File: src/rtl/masked_byte_pattern_scan_macros.svh
// Assertion macros shared by the RTL. Each macro expects clk and rst_n in scope.
`ifndef MASKED_BYTE_PATTERN_SCAN_MACROS_SVH
`define MASKED_BYTE_PATTERN_SCAN_MACROS_SVH

`ifndef ASSERT_OFF

`define ASSERT_IMPL(label, ante, cons) \
    label: assert property (@(posedge clk) disable iff (!rst_n) (ante) |-> (cons)) \
        else $error("same-cycle implication failed");

`define ASSERT_NEXT(label, ante, cons) \
    label: assert property (@(posedge clk) disable iff (!rst_n) (ante) |=> (cons)) \
        else $error("next-cycle implication failed");

`else

`define ASSERT_IMPL(label, ante, cons)

`define ASSERT_NEXT(label, ante, cons)

`endif

`endif

File: src/rtl/mbps_pkg.sv
`timescale 1ns / 1ps
`default_nettype none

package mbps_pkg;

    localparam int ADDR_W      = 32;
    localparam int COUNT_W     = 33;
    localparam int LEN_W       = 5;
    localparam int MASK_W      = 16;
    localparam int PATTERN_W   = 128;
    localparam int CFG_INDEX_W = 3;
    localparam int CFG_DATA_W  = 64;

    localparam logic [CFG_INDEX_W-1:0] CFG_BASE_ADDRESS   = 3'd0;
    localparam logic [CFG_INDEX_W-1:0] CFG_SCAN_POSITIONS = 3'd1;
    localparam logic [CFG_INDEX_W-1:0] CFG_PATTERN_LENGTH = 3'd2;
    localparam logic [CFG_INDEX_W-1:0] CFG_COMPARE_MASK   = 3'd3;
    localparam logic [CFG_INDEX_W-1:0] CFG_PATTERN_LOW    = 3'd4;
    localparam logic [CFG_INDEX_W-1:0] CFG_PATTERN_HIGH   = 3'd5;

    typedef struct packed {
        logic [7:0] data_byte;
        logic       begin_req;
    } in_item_t;

    typedef struct packed {
        logic              found;
        logic [ADDR_W-1:0] match_address;
    } out_item_t;

    // Per-cycle control for a window cell.
    typedef struct packed {
        logic shift;
        logic clear;
    } cell_ctrl_t;

    // Pattern byte aligned to a window position, with its compare enable.
    typedef struct packed {
        logic [7:0] pat;
        logic       en;
    } cell_ref_t;

endpackage

`default_nettype wire

File: src/rtl/mbps_cell.sv
`timescale 1ns / 1ps
`default_nettype none

module mbps_cell
(
    input  wire logic               clk,
    input  wire mbps_pkg::cell_ctrl_t ctrl,
    input  wire logic [7:0]         byte_in,
    input  wire mbps_pkg::cell_ref_t  pat_ref,
    output logic [7:0]              byte_out,
    output logic                    mismatch
);

    logic [7:0] byte_reg;
    logic [7:0] byte_next;

    always_comb
    begin
        byte_next = byte_reg;
        if (ctrl.shift)
        begin
            byte_next = ctrl.clear ? 8'd0 : byte_in;
        end
    end

    always_ff @(posedge clk)
    begin
        byte_reg <= byte_next;
    end

    assign byte_out = byte_reg;
    assign mismatch = pat_ref.en && (byte_reg != pat_ref.pat);

endmodule

`default_nettype wire

File: src/rtl/masked_byte_pattern_scan.sv
`timescale 1ns / 1ps
`default_nettype none

// Masked byte pattern scan. Stream memory bytes in ascending address order, with begin_req
// set on the first byte of a scan; the block reports the lowest start address at which
// every masked pattern byte matches, or not-found once the last scan position fails, at
// most one result per scan. The stream shifts through a row of MAX_PATTERN_BYTES-1 window
// cells that all compare in parallel against the pattern aligned to the current length;
// the deciding byte's result is in the output register in the cycle after its transfer.
// Bytes are taken one per cycle except while the input stalls, only while a result waits
// in the output register and the output side stalls. Configuration may be written between
// scans; bytes arriving after a decision and before the next begin are dropped.

`include "masked_byte_pattern_scan_macros.svh"

module masked_byte_pattern_scan
#(
    parameter int MAX_PATTERN_BYTES = 16
)
(
    input  wire logic                                  clk,
    input  wire logic                                  rst_n,

    input  wire logic                                  cfg_we,
    input  wire logic [mbps_pkg::CFG_INDEX_W-1:0]      cfg_index,
    input  wire logic [mbps_pkg::CFG_DATA_W-1:0]       cfg_data,

    input  wire logic                                  in_valid,
    output logic                                       in_stall,
    input  wire mbps_pkg::in_item_t                    in_data,

    output logic                                       out_valid,
    input  wire logic                                  out_stall,
    output mbps_pkg::out_item_t                        out_data
);

    localparam int LEN_W   = mbps_pkg::LEN_W;
    localparam int COUNT_W = mbps_pkg::COUNT_W;
    localparam int ADDR_W  = mbps_pkg::ADDR_W;

    // Configuration registers.
    logic [ADDR_W-1:0]              base_address_reg;
    logic [ADDR_W-1:0]              scan_positions_reg;
    logic [LEN_W-1:0]               pattern_length_reg;
    logic [mbps_pkg::MASK_W-1:0]    compare_mask_reg;
    logic [mbps_pkg::PATTERN_W-1:0] pattern_reg;

    // Scan state. seen_inc_reg holds the byte count as it will be after the next byte.
    logic [COUNT_W-1:0] seen_inc_reg;
    logic [COUNT_W-1:0] seen_inc_next;
    logic               done_reg;
    logic               done_next;

    logic                out_valid_reg;
    logic                out_valid_next;
    mbps_pkg::out_item_t out_data_reg;
    mbps_pkg::out_item_t out_data_next;

    logic               accept;
    logic               begin_scan;
    logic [7:0]         cur_byte;
    logic [LEN_W-1:0]   len_eff;
    logic [COUNT_W-1:0] seen_now;
    logic [COUNT_W:0]   diff;
    logic [COUNT_W-1:0] pos;
    logic [COUNT_W-1:0] positions_ext;
    logic [COUNT_W-1:0] last_pos;
    logic               pos_decides;
    logic               hit;
    logic               emit;
    logic               emit_found;
    logic [ADDR_W-1:0]  emit_address;
    logic               shift;

    mbps_pkg::cell_ref_t aligned [MAX_PATTERN_BYTES];
    logic [7:0]          tap [MAX_PATTERN_BYTES];
    logic [MAX_PATTERN_BYTES-1:0] mismatch;

    assign accept     = in_valid && !in_stall;
    assign begin_scan = in_data.begin_req;
    assign cur_byte   = in_data.data_byte;
    assign in_stall   = out_valid_reg && out_stall;
    assign out_valid  = out_valid_reg;
    assign out_data   = out_data_reg;

    assign len_eff = (pattern_length_reg > LEN_W'(MAX_PATTERN_BYTES))
                   ? LEN_W'(MAX_PATTERN_BYTES) : pattern_length_reg;

    // Line up each window position with the pattern byte it meets at the current length.
    always_comb
    begin
        logic [LEN_W-1:0] idx;
        idx = '0;
        for (int b = 0; b < MAX_PATTERN_BYTES; b++)
        begin
            idx            = LEN_W'(len_eff - LEN_W'(b) - LEN_W'(1));
            aligned[b].en  = (LEN_W'(b) < len_eff) && compare_mask_reg[idx[3:0]];
            aligned[b].pat = pattern_reg[{idx[3:0], 3'b000} +: 8];
        end
    end

    assign shift    = accept && (begin_scan || !done_reg);
    assign tap[0]   = cur_byte;
    assign mismatch[0] = aligned[0].en && (cur_byte != aligned[0].pat);

    for (genvar k = 0; k < MAX_PATTERN_BYTES - 1; k++)
    begin : g_cell
        mbps_pkg::cell_ctrl_t ctrl;

        assign ctrl.shift = shift;
        assign ctrl.clear = (k != 0) && begin_scan;

        mbps_cell u_cell
        (
            .clk      (clk),
            .ctrl     (ctrl),
            .byte_in  (tap[k]),
            .pat_ref  (aligned[k+1]),
            .byte_out (tap[k+1]),
            .mismatch (mismatch[k+1])
        );
    end

    assign hit = (mismatch == '0);

    // Position arithmetic for the byte now on the input.
    assign seen_now      = begin_scan ? COUNT_W'(1) : seen_inc_reg;
    assign diff          = {1'b0, seen_now} - (COUNT_W+1)'(len_eff);
    assign pos           = diff[COUNT_W-1:0];
    assign positions_ext = COUNT_W'(scan_positions_reg);
    assign last_pos      = positions_ext - COUNT_W'(1);
    assign pos_decides   = !diff[COUNT_W] && (pos < positions_ext);

    always_comb
    begin
        emit         = 1'b0;
        emit_found   = 1'b0;
        emit_address = '0;
        if (begin_scan && (scan_positions_reg == '0))
        begin
            emit = 1'b1;
        end
        else if (begin_scan && (len_eff == '0))
        begin
            emit         = 1'b1;
            emit_found   = 1'b1;
            emit_address = base_address_reg;
        end
        else if ((begin_scan || !done_reg) && pos_decides)
        begin
            if (hit)
            begin
                emit         = 1'b1;
                emit_found   = 1'b1;
                emit_address = base_address_reg + pos[ADDR_W-1:0];
            end
            else if (pos == last_pos)
            begin
                emit = 1'b1;
            end
        end
    end

    always_comb
    begin
        seen_inc_next  = seen_inc_reg;
        done_next      = done_reg;
        out_valid_next = out_valid_reg && out_stall;
        out_data_next  = out_data_reg;
        if (shift)
        begin
            seen_inc_next = (seen_now == '1) ? seen_now : seen_now + COUNT_W'(1);
            done_next     = 1'b0;
        end
        if (accept && emit)
        begin
            done_next                   = 1'b1;
            out_valid_next              = 1'b1;
            out_data_next.found         = emit_found;
            out_data_next.match_address = emit_address;
        end
    end

    always_ff @(posedge clk or negedge rst_n)
    begin
        if (!rst_n)
        begin
            base_address_reg   <= '0;
            scan_positions_reg <= '0;
            pattern_length_reg <= '0;
            compare_mask_reg   <= '0;
            pattern_reg        <= '0;
            seen_inc_reg       <= COUNT_W'(1);
            done_reg           <= 1'b1;
            out_valid_reg      <= 1'b0;
        end
        else
        begin
            seen_inc_reg  <= seen_inc_next;
            done_reg      <= done_next;
            out_valid_reg <= out_valid_next;
            if (cfg_we)
            begin
                case (cfg_index)
                    mbps_pkg::CFG_BASE_ADDRESS:   base_address_reg   <= cfg_data[ADDR_W-1:0];
                    mbps_pkg::CFG_SCAN_POSITIONS: scan_positions_reg <= cfg_data[ADDR_W-1:0];
                    mbps_pkg::CFG_PATTERN_LENGTH: pattern_length_reg <= cfg_data[LEN_W-1:0];
                    mbps_pkg::CFG_COMPARE_MASK:
                        compare_mask_reg <= cfg_data[mbps_pkg::MASK_W-1:0];
                    mbps_pkg::CFG_PATTERN_LOW:    pattern_reg[63:0]   <= cfg_data;
                    mbps_pkg::CFG_PATTERN_HIGH:   pattern_reg[127:64] <= cfg_data;
                    default:
                    begin
                    end
                endcase
            end
        end
    end

    always_ff @(posedge clk)
    begin
        out_data_reg <= out_data_next;
    end

    `ASSERT_IMPL(a_notfound_addr_zero, out_valid_reg && !out_data_reg.found,
                 out_data_reg.match_address == '0)
    `ASSERT_NEXT(a_emit_sets_done, accept && emit, done_reg && out_valid_reg)
    `ASSERT_IMPL(a_idle_no_result, accept && done_reg && !begin_scan, !emit && !shift)
    `ASSERT_NEXT(a_empty_scan_notfound,
                 accept && begin_scan && (scan_positions_reg == '0),
                 out_valid_reg && !out_data_reg.found)

endmodule

`default_nettype wire

File: config.mk
export PLATFORM = sky130hd
export DESIGN_NAME = masked_byte_pattern_scan
export DESIGN_NICKNAME = d
export VERILOG_FILES = /design/src/rtl/mbps_pkg.sv /design/src/rtl/mbps_cell.sv /design/src/rtl/masked_byte_pattern_scan.sv
export VERILOG_INCLUDE_DIRS = /design/src /design/src/rtl
export SDC_FILE = /design/constraint.sdc
export NUM_CORES = 1
export LEC_CHECK = 0
export ABC_AREA = 1
export BUFFER_PORTS_ARGS = -buffer_cell sky130_fd_sc_hd__clkbuf_2
export CAP_MARGIN = 20
export CORE_ASPECT_RATIO = 1.4
export CORE_MARGIN = 3
export CORE_UTILIZATION = 52
export CTS_CLUSTER_DIAMETER = 200
export DETAILED_ROUTE_END_ITERATION = 8
export PLACE_DENSITY = 0.67
export SYNTH_ARGS = -nofsm -noshare
export SYNTH_HDL_FRONTEND = slang
export SYNTH_HIERARCHICAL = 1
export SYNTH_SLANG_ARGS = --single-unit
File: constraint.sdc
create_clock -name clk -period 7.1 [get_ports clk]
set_input_delay 0.355 -clock clk [delete_from_list [all_inputs] [get_ports clk]]
set_output_delay 0.355 -clock clk [all_outputs]
set_load 0.03 [all_outputs]
# Word-level counts from Yosys, hierarchy flattened
# Cells that the tools add are included.
# classes
n_addsub,34
order_cmp,34
n_eq_ne,23
shift,16
n_mux,49
n_reduce_logical,55
# ops
op,count
128-bit by 8-bit indexed part select with 8-bit output,16
8-bit inequality test,16
32-bit 2-to-1 mux,3
4-bit by 5-bit less-than comparator with 1-bit output (second input constant),16
33-bit 2-to-1 mux,2
1-bit binary-select mux with 4-bit select,16
4-bit by 1-bit subtractor with 4-bit output (second input constant),16
1-bit logical AND,40
4-bit by 5-bit less-than comparator with 1-bit output (first input constant),8
33-bit by 5-bit subtractor with 34-bit output,1
33-bit by 1-bit adder with 33-bit output (second input constant),1
33-bit == test,1
33-bit == test (second input constant),1
33-bit by 32-bit less-than comparator with 1-bit output,1
32-bit by 1-bit subtractor with 33-bit output (second input constant),1
32-bit adder,1
32-bit logical NOT,1
4-bit subtractor (second input constant),8
1-bit 2-to-1 mux,27
3-bit by 5-bit less-than comparator with 1-bit output (first input constant),4
16-bit logical NOT,1
4-bit by 3-bit subtractor with 4-bit output (second input constant),4
2-bit AND reduction,6
1-bit by 5-bit less-than comparator with 1-bit output (first input constant),2
12 further kinds,18
# word_totals
regBits,401
input_bits,81
out_inout_bits,35
elab_cells,237

# Depth between registers and ports, before layout
# depth
word_depth,15
ltp_mapped,39

# Hierarchy
# The synthesis kept the hierarchy.
# by_module_without_submodules
module,n_inst,cells_each,area_each_um2,seq_area_each_um2
masked_byte_pattern_scan,1,3789,23779.1,7199.4
mbps_cell,15,71,476.7,240.2

# Least setup slack after synthesis
# No wires, ideal clock.
# synth_timing
path_type,reg-to-reg
start,register pattern_length_reg[4]
end,register out_data_reg (netlist bit out_data[0]) (enable)
t_arrival_ns,5.260
required_time_ns,6.712
path_slack_ns,1.452
stages_incl_launch_ff,31
path_cell_list,dfrtp_1 > buf_4 > nor2_2 > inv_1 > clkbuf_1 > clkbuf_1 > clkbuf_1 > ha_1 > clkbuf_1 > clkinv_1 > clkbuf_1 > buf_1 > clkbuf_1 > a31oi_1 > nand2_1 > o21ai_0 > o21ai_0 > nand2_1 > inv_1 > nor2_1 > nor2_1 > nand2_1 > nor2_1 > nor2_1 > nor4_1 > nand4_1 > nor2_1 > a21oi_1 > nand3_1 > nand2_1 > inv_1
# synth_lines
item,line,text
"start, declared",masked_byte_pattern_scan.sv:44,logic [LEN_W-1:0] pattern_length_reg;
"start signal, assigned",masked_byte_pattern_scan.sv:207,mbps_pkg::CFG_PATTERN_LENGTH: pattern_length_reg <= cfg_data[LEN_W-1:0];
"end signal, assigned",masked_byte_pattern_scan.sv:222,out_data_reg <= out_data_next;
"end, declared",masked_byte_pattern_scan.sv:56,mbps_pkg::out_item_t out_data_reg;

# Worst setup path after layout
# layout_timing
start,register pattern_length_reg[4]
end,register out_data_reg (netlist bit out_data[31]) (data pin)
# layout_between
elab_chain_len,12
elab_cells_between_ends,156
classes_between,add/sub: 32; order compare: 18; eq/ne: 16; shift: 16; mux: 36; reduce/logical: 38
# layout_rtl
item,line,text
5-bit greater-than comparator,masked_byte_pattern_scan.sv:86,assign len_eff = (pattern_length_reg > LEN_W'(MAX_PATTERN_BYTES))
5-bit 2-to-1 mux *,masked_byte_pattern_scan.sv:87,? LEN_W'(MAX_PATTERN_BYTES) : pattern_length_reg;
branches (longest 9 deep; another with 4-bit by 1-bit subtractor with 4-bit output),n/a,
32-bit 2-to-1 mux *,masked_byte_pattern_scan.sv:143,else if (begin_scan && (len_eff == '0))
# Every way passes the cells marked *. The select of a mux whose other input is x is not followed.
# A chain may end at the register's enable or synchronous reset.

==> impl_metrics.toml <==
[run_status]
status = "completed"

[cells_and_area]
area.sequential_mm2 = 0.0108
final_cell_count_no_fill = 5656
largest_register_ffs = 128
n_fill_cell = 5893
multi_input_area_mm2 = 0.0164
drive_gt1_share_pct = 5.77
fin_util_pct = 57.3
final_cell_mix = "nand2_1, inv_1, o21ai_0"
layout.nets = 5034
final_common_cell = "nand2_1"
area_delta_synth_final_pct = 8.87

[grt]
grt_max_degree = 151
antenna_found_initial = 0
grt_pass1_wl_um = 178000
grt_usage_pct = 38.3
grt-ovfl-total = 0
grt_pass1_vias = 29000

[die]
initial_core_util_pct = 52.7
rows = 105
die_w_um = 212
pin_count = 116
core_area_mm2 = 0.0587
die-area_mm2 = 0.0625
die_y_um = 295

[clocking]
clock_latency_ns = 0.60
cts_buffers = 42
cts_buffer_depth = 3
root_buffer = "clkbuf_16"
cts_sinks = 401
clkTransAtPathRegs_ns = 0.07
cts_tree = "done"
cts-resized-gates = 0
postCtsSetupRepairBufs = 0
htreeDepth = 2

[timing]
finalWorstSetupSlack_ns = 1.10
tightest_slew_ns = 1.00
rsz0062_at_grt = "false"
period_needed_ns = 6.00
fin_worst_skew_ns = 0.0163
setup_viol = 0
drv_slew = 0
hold_viol_final = 0
setup_tns_ns = 0
finalCritPeriodShare_pct = 84.5
max_freq_mhz = 167
whs_ns = 0.0172
slew_headroom_pct = 33.0

[critical_path]
worstRegToRegCells = 27
cp-start-kind = "register"
crit_path_max_incr_delay_ns = 0.70
critical_path_class = "register to register"
critical_path_required_ns = 7.53
crit_path_end_kind = "register"
cp_slowest_cell = "buf_4"
cp_max_fo = 103
worstPathArrival_ns = 6.43
crit_top_cell = "nand2_1"

[pwr]
ir_drop_mv = 0.270
power.density_mw_per_mm2 = 378
p_leak_uw = 0.0178

[synthesis]
avgSynthCellArea_um2 = 6.37
synth-seq-cells = 401
synth_fp_nets = 5016
synth_cell_types = 56
synthArstFlopShare_pct = 61.8
yosys_warnings = 6
yosysSeqAreaShare_pct = 34.9
synthCells = 4854
synth_flop_cell = "dfrtp_1"
synth_edf_count = 153
syn-cell-area_mm2 = 0.0309

[detailed_routing]
dr.first_iter.drc_count = 2610
viasPerCell = 5.51
via_count = 31200
firstDrtPassIters = 7
detail-route-antenna-nets = 0
post_drt_wl_per_cell_um = 21.5
drcViolationCount = 0
wirelength_um = 122000

[place]
port_buffers = 115
place_congestion = 1.05
dp.cells = 5575
dp_hpwl_um = 96900
dp_slack_ns = 1.32

[job]
cap_viol_max_count = 0

[min_path]
min_path_type = "primary input to register"
whs_path_depth = 3
## path summary, 6_finish.rpt
path	start	slack, ns	endpoint
setup / recovery	pattern_length_reg[4]	1.10	out_data[31]
hold / removal	cfg_data[38]	0.02	pattern_reg[38]
setup reg to reg	pattern_length_reg[4]	1.10	out_data[31]
hold reg to reg	pattern_reg[66]	0.49	pattern_reg[66]
max in group asynchronous	rst_n	5.28	pattern_length_reg[0]
min in group asynchronous	rst_n	0.40	pattern_reg[98]
## cell type report
type | count | area share [%]
multi-input combinational | 3459 | 48.6
sequential | 401 | 32.1
inverter | 799 | 8.92
clock buffer | 54 | 3.59
timing repair buffer | 169 | 3.22
tap | 749 | 2.78
clock inverter | 24 | 0.810
antenna | 1 | 0.00743
## cell usage after synthesis, drive strengths merged, types with 57 or more instances
library cell  number  area, µm²
nand2           1489       5610
inv              795       2980
o21ai            612       3060
nor2             554       2100
nand3            265       1330
dfrtp            246       6160
edfxtp           153       4590
clkbuf           138        518
a21oi            131        667
xor2              82        726
ha                79        988
buf               57        304
## worst max-delay path, delay by kind of cell, from the launching register on
family,cells,cell delay [ns]
simple gates,18,2.38
xor+xnor,2,0.88
buf+inv,3,0.85
fa+ha+maj,2,0.68
flops,1,0.64
compound gates,2,0.32
## stage by stage
step / power [µW] / cell area (µm²)
after global routing: 13600 / 33700
after CTS: 12600 / 33600
after detailed placement: 10200 / 32200
after floorplan: 7850 / 30900
after global placement: 10200 / 32200
final: 12700 / 33700
## what timing repair did
| action | 4_1_cts | 5_1_grt |
|---|---|---|
| hold endpoints to repair | 96 | 0 |
| hold buffers | 1 | 0 |
| endpoints found under the setup margin | 0 | 0 |
## report_power, final
group | switching [µW] | internal (µW)
clock network | 1030 | 1370
registers | 377 | 2800
logic | 5000 | 2150
## cell families (layout without fill, tap and decap cells)
| family | count (synthesis) | after routing | synth area share, % |
|---|---|---|---|
| AO/OA/AOI/OAI | 809 | 809 | 13.5 |
| XOR/XNOR | 107 | 107 | 3.05 |
| adder cells (fa/ha/maj) | 81 | 81 | 3.33 |
| buffers and inverters | 994 | 1046 | 12.4 |
| flip-flops | 401 | 401 | 34.9 |
| multiplexers | 44 | 44 | 1.43 |
| other | 1 | 2 | 0.0121 |
| AND/OR/NAND/NOR | 2417 | 2417 | 31.4 |
## routing by layer
layer | routed length (µm) | vias to the layer above | track usage, %
li1 | - | 15300 | -
met1 | 42900 | 14200 | 41.0
met2 | 59200 | 1231 | 66.7
met3 | 6650 | 475 | 4.95
met4 | 13000 | 0 | 32.5
met5 | 0 | - | 0
Power figures use the tool's default switching activity.
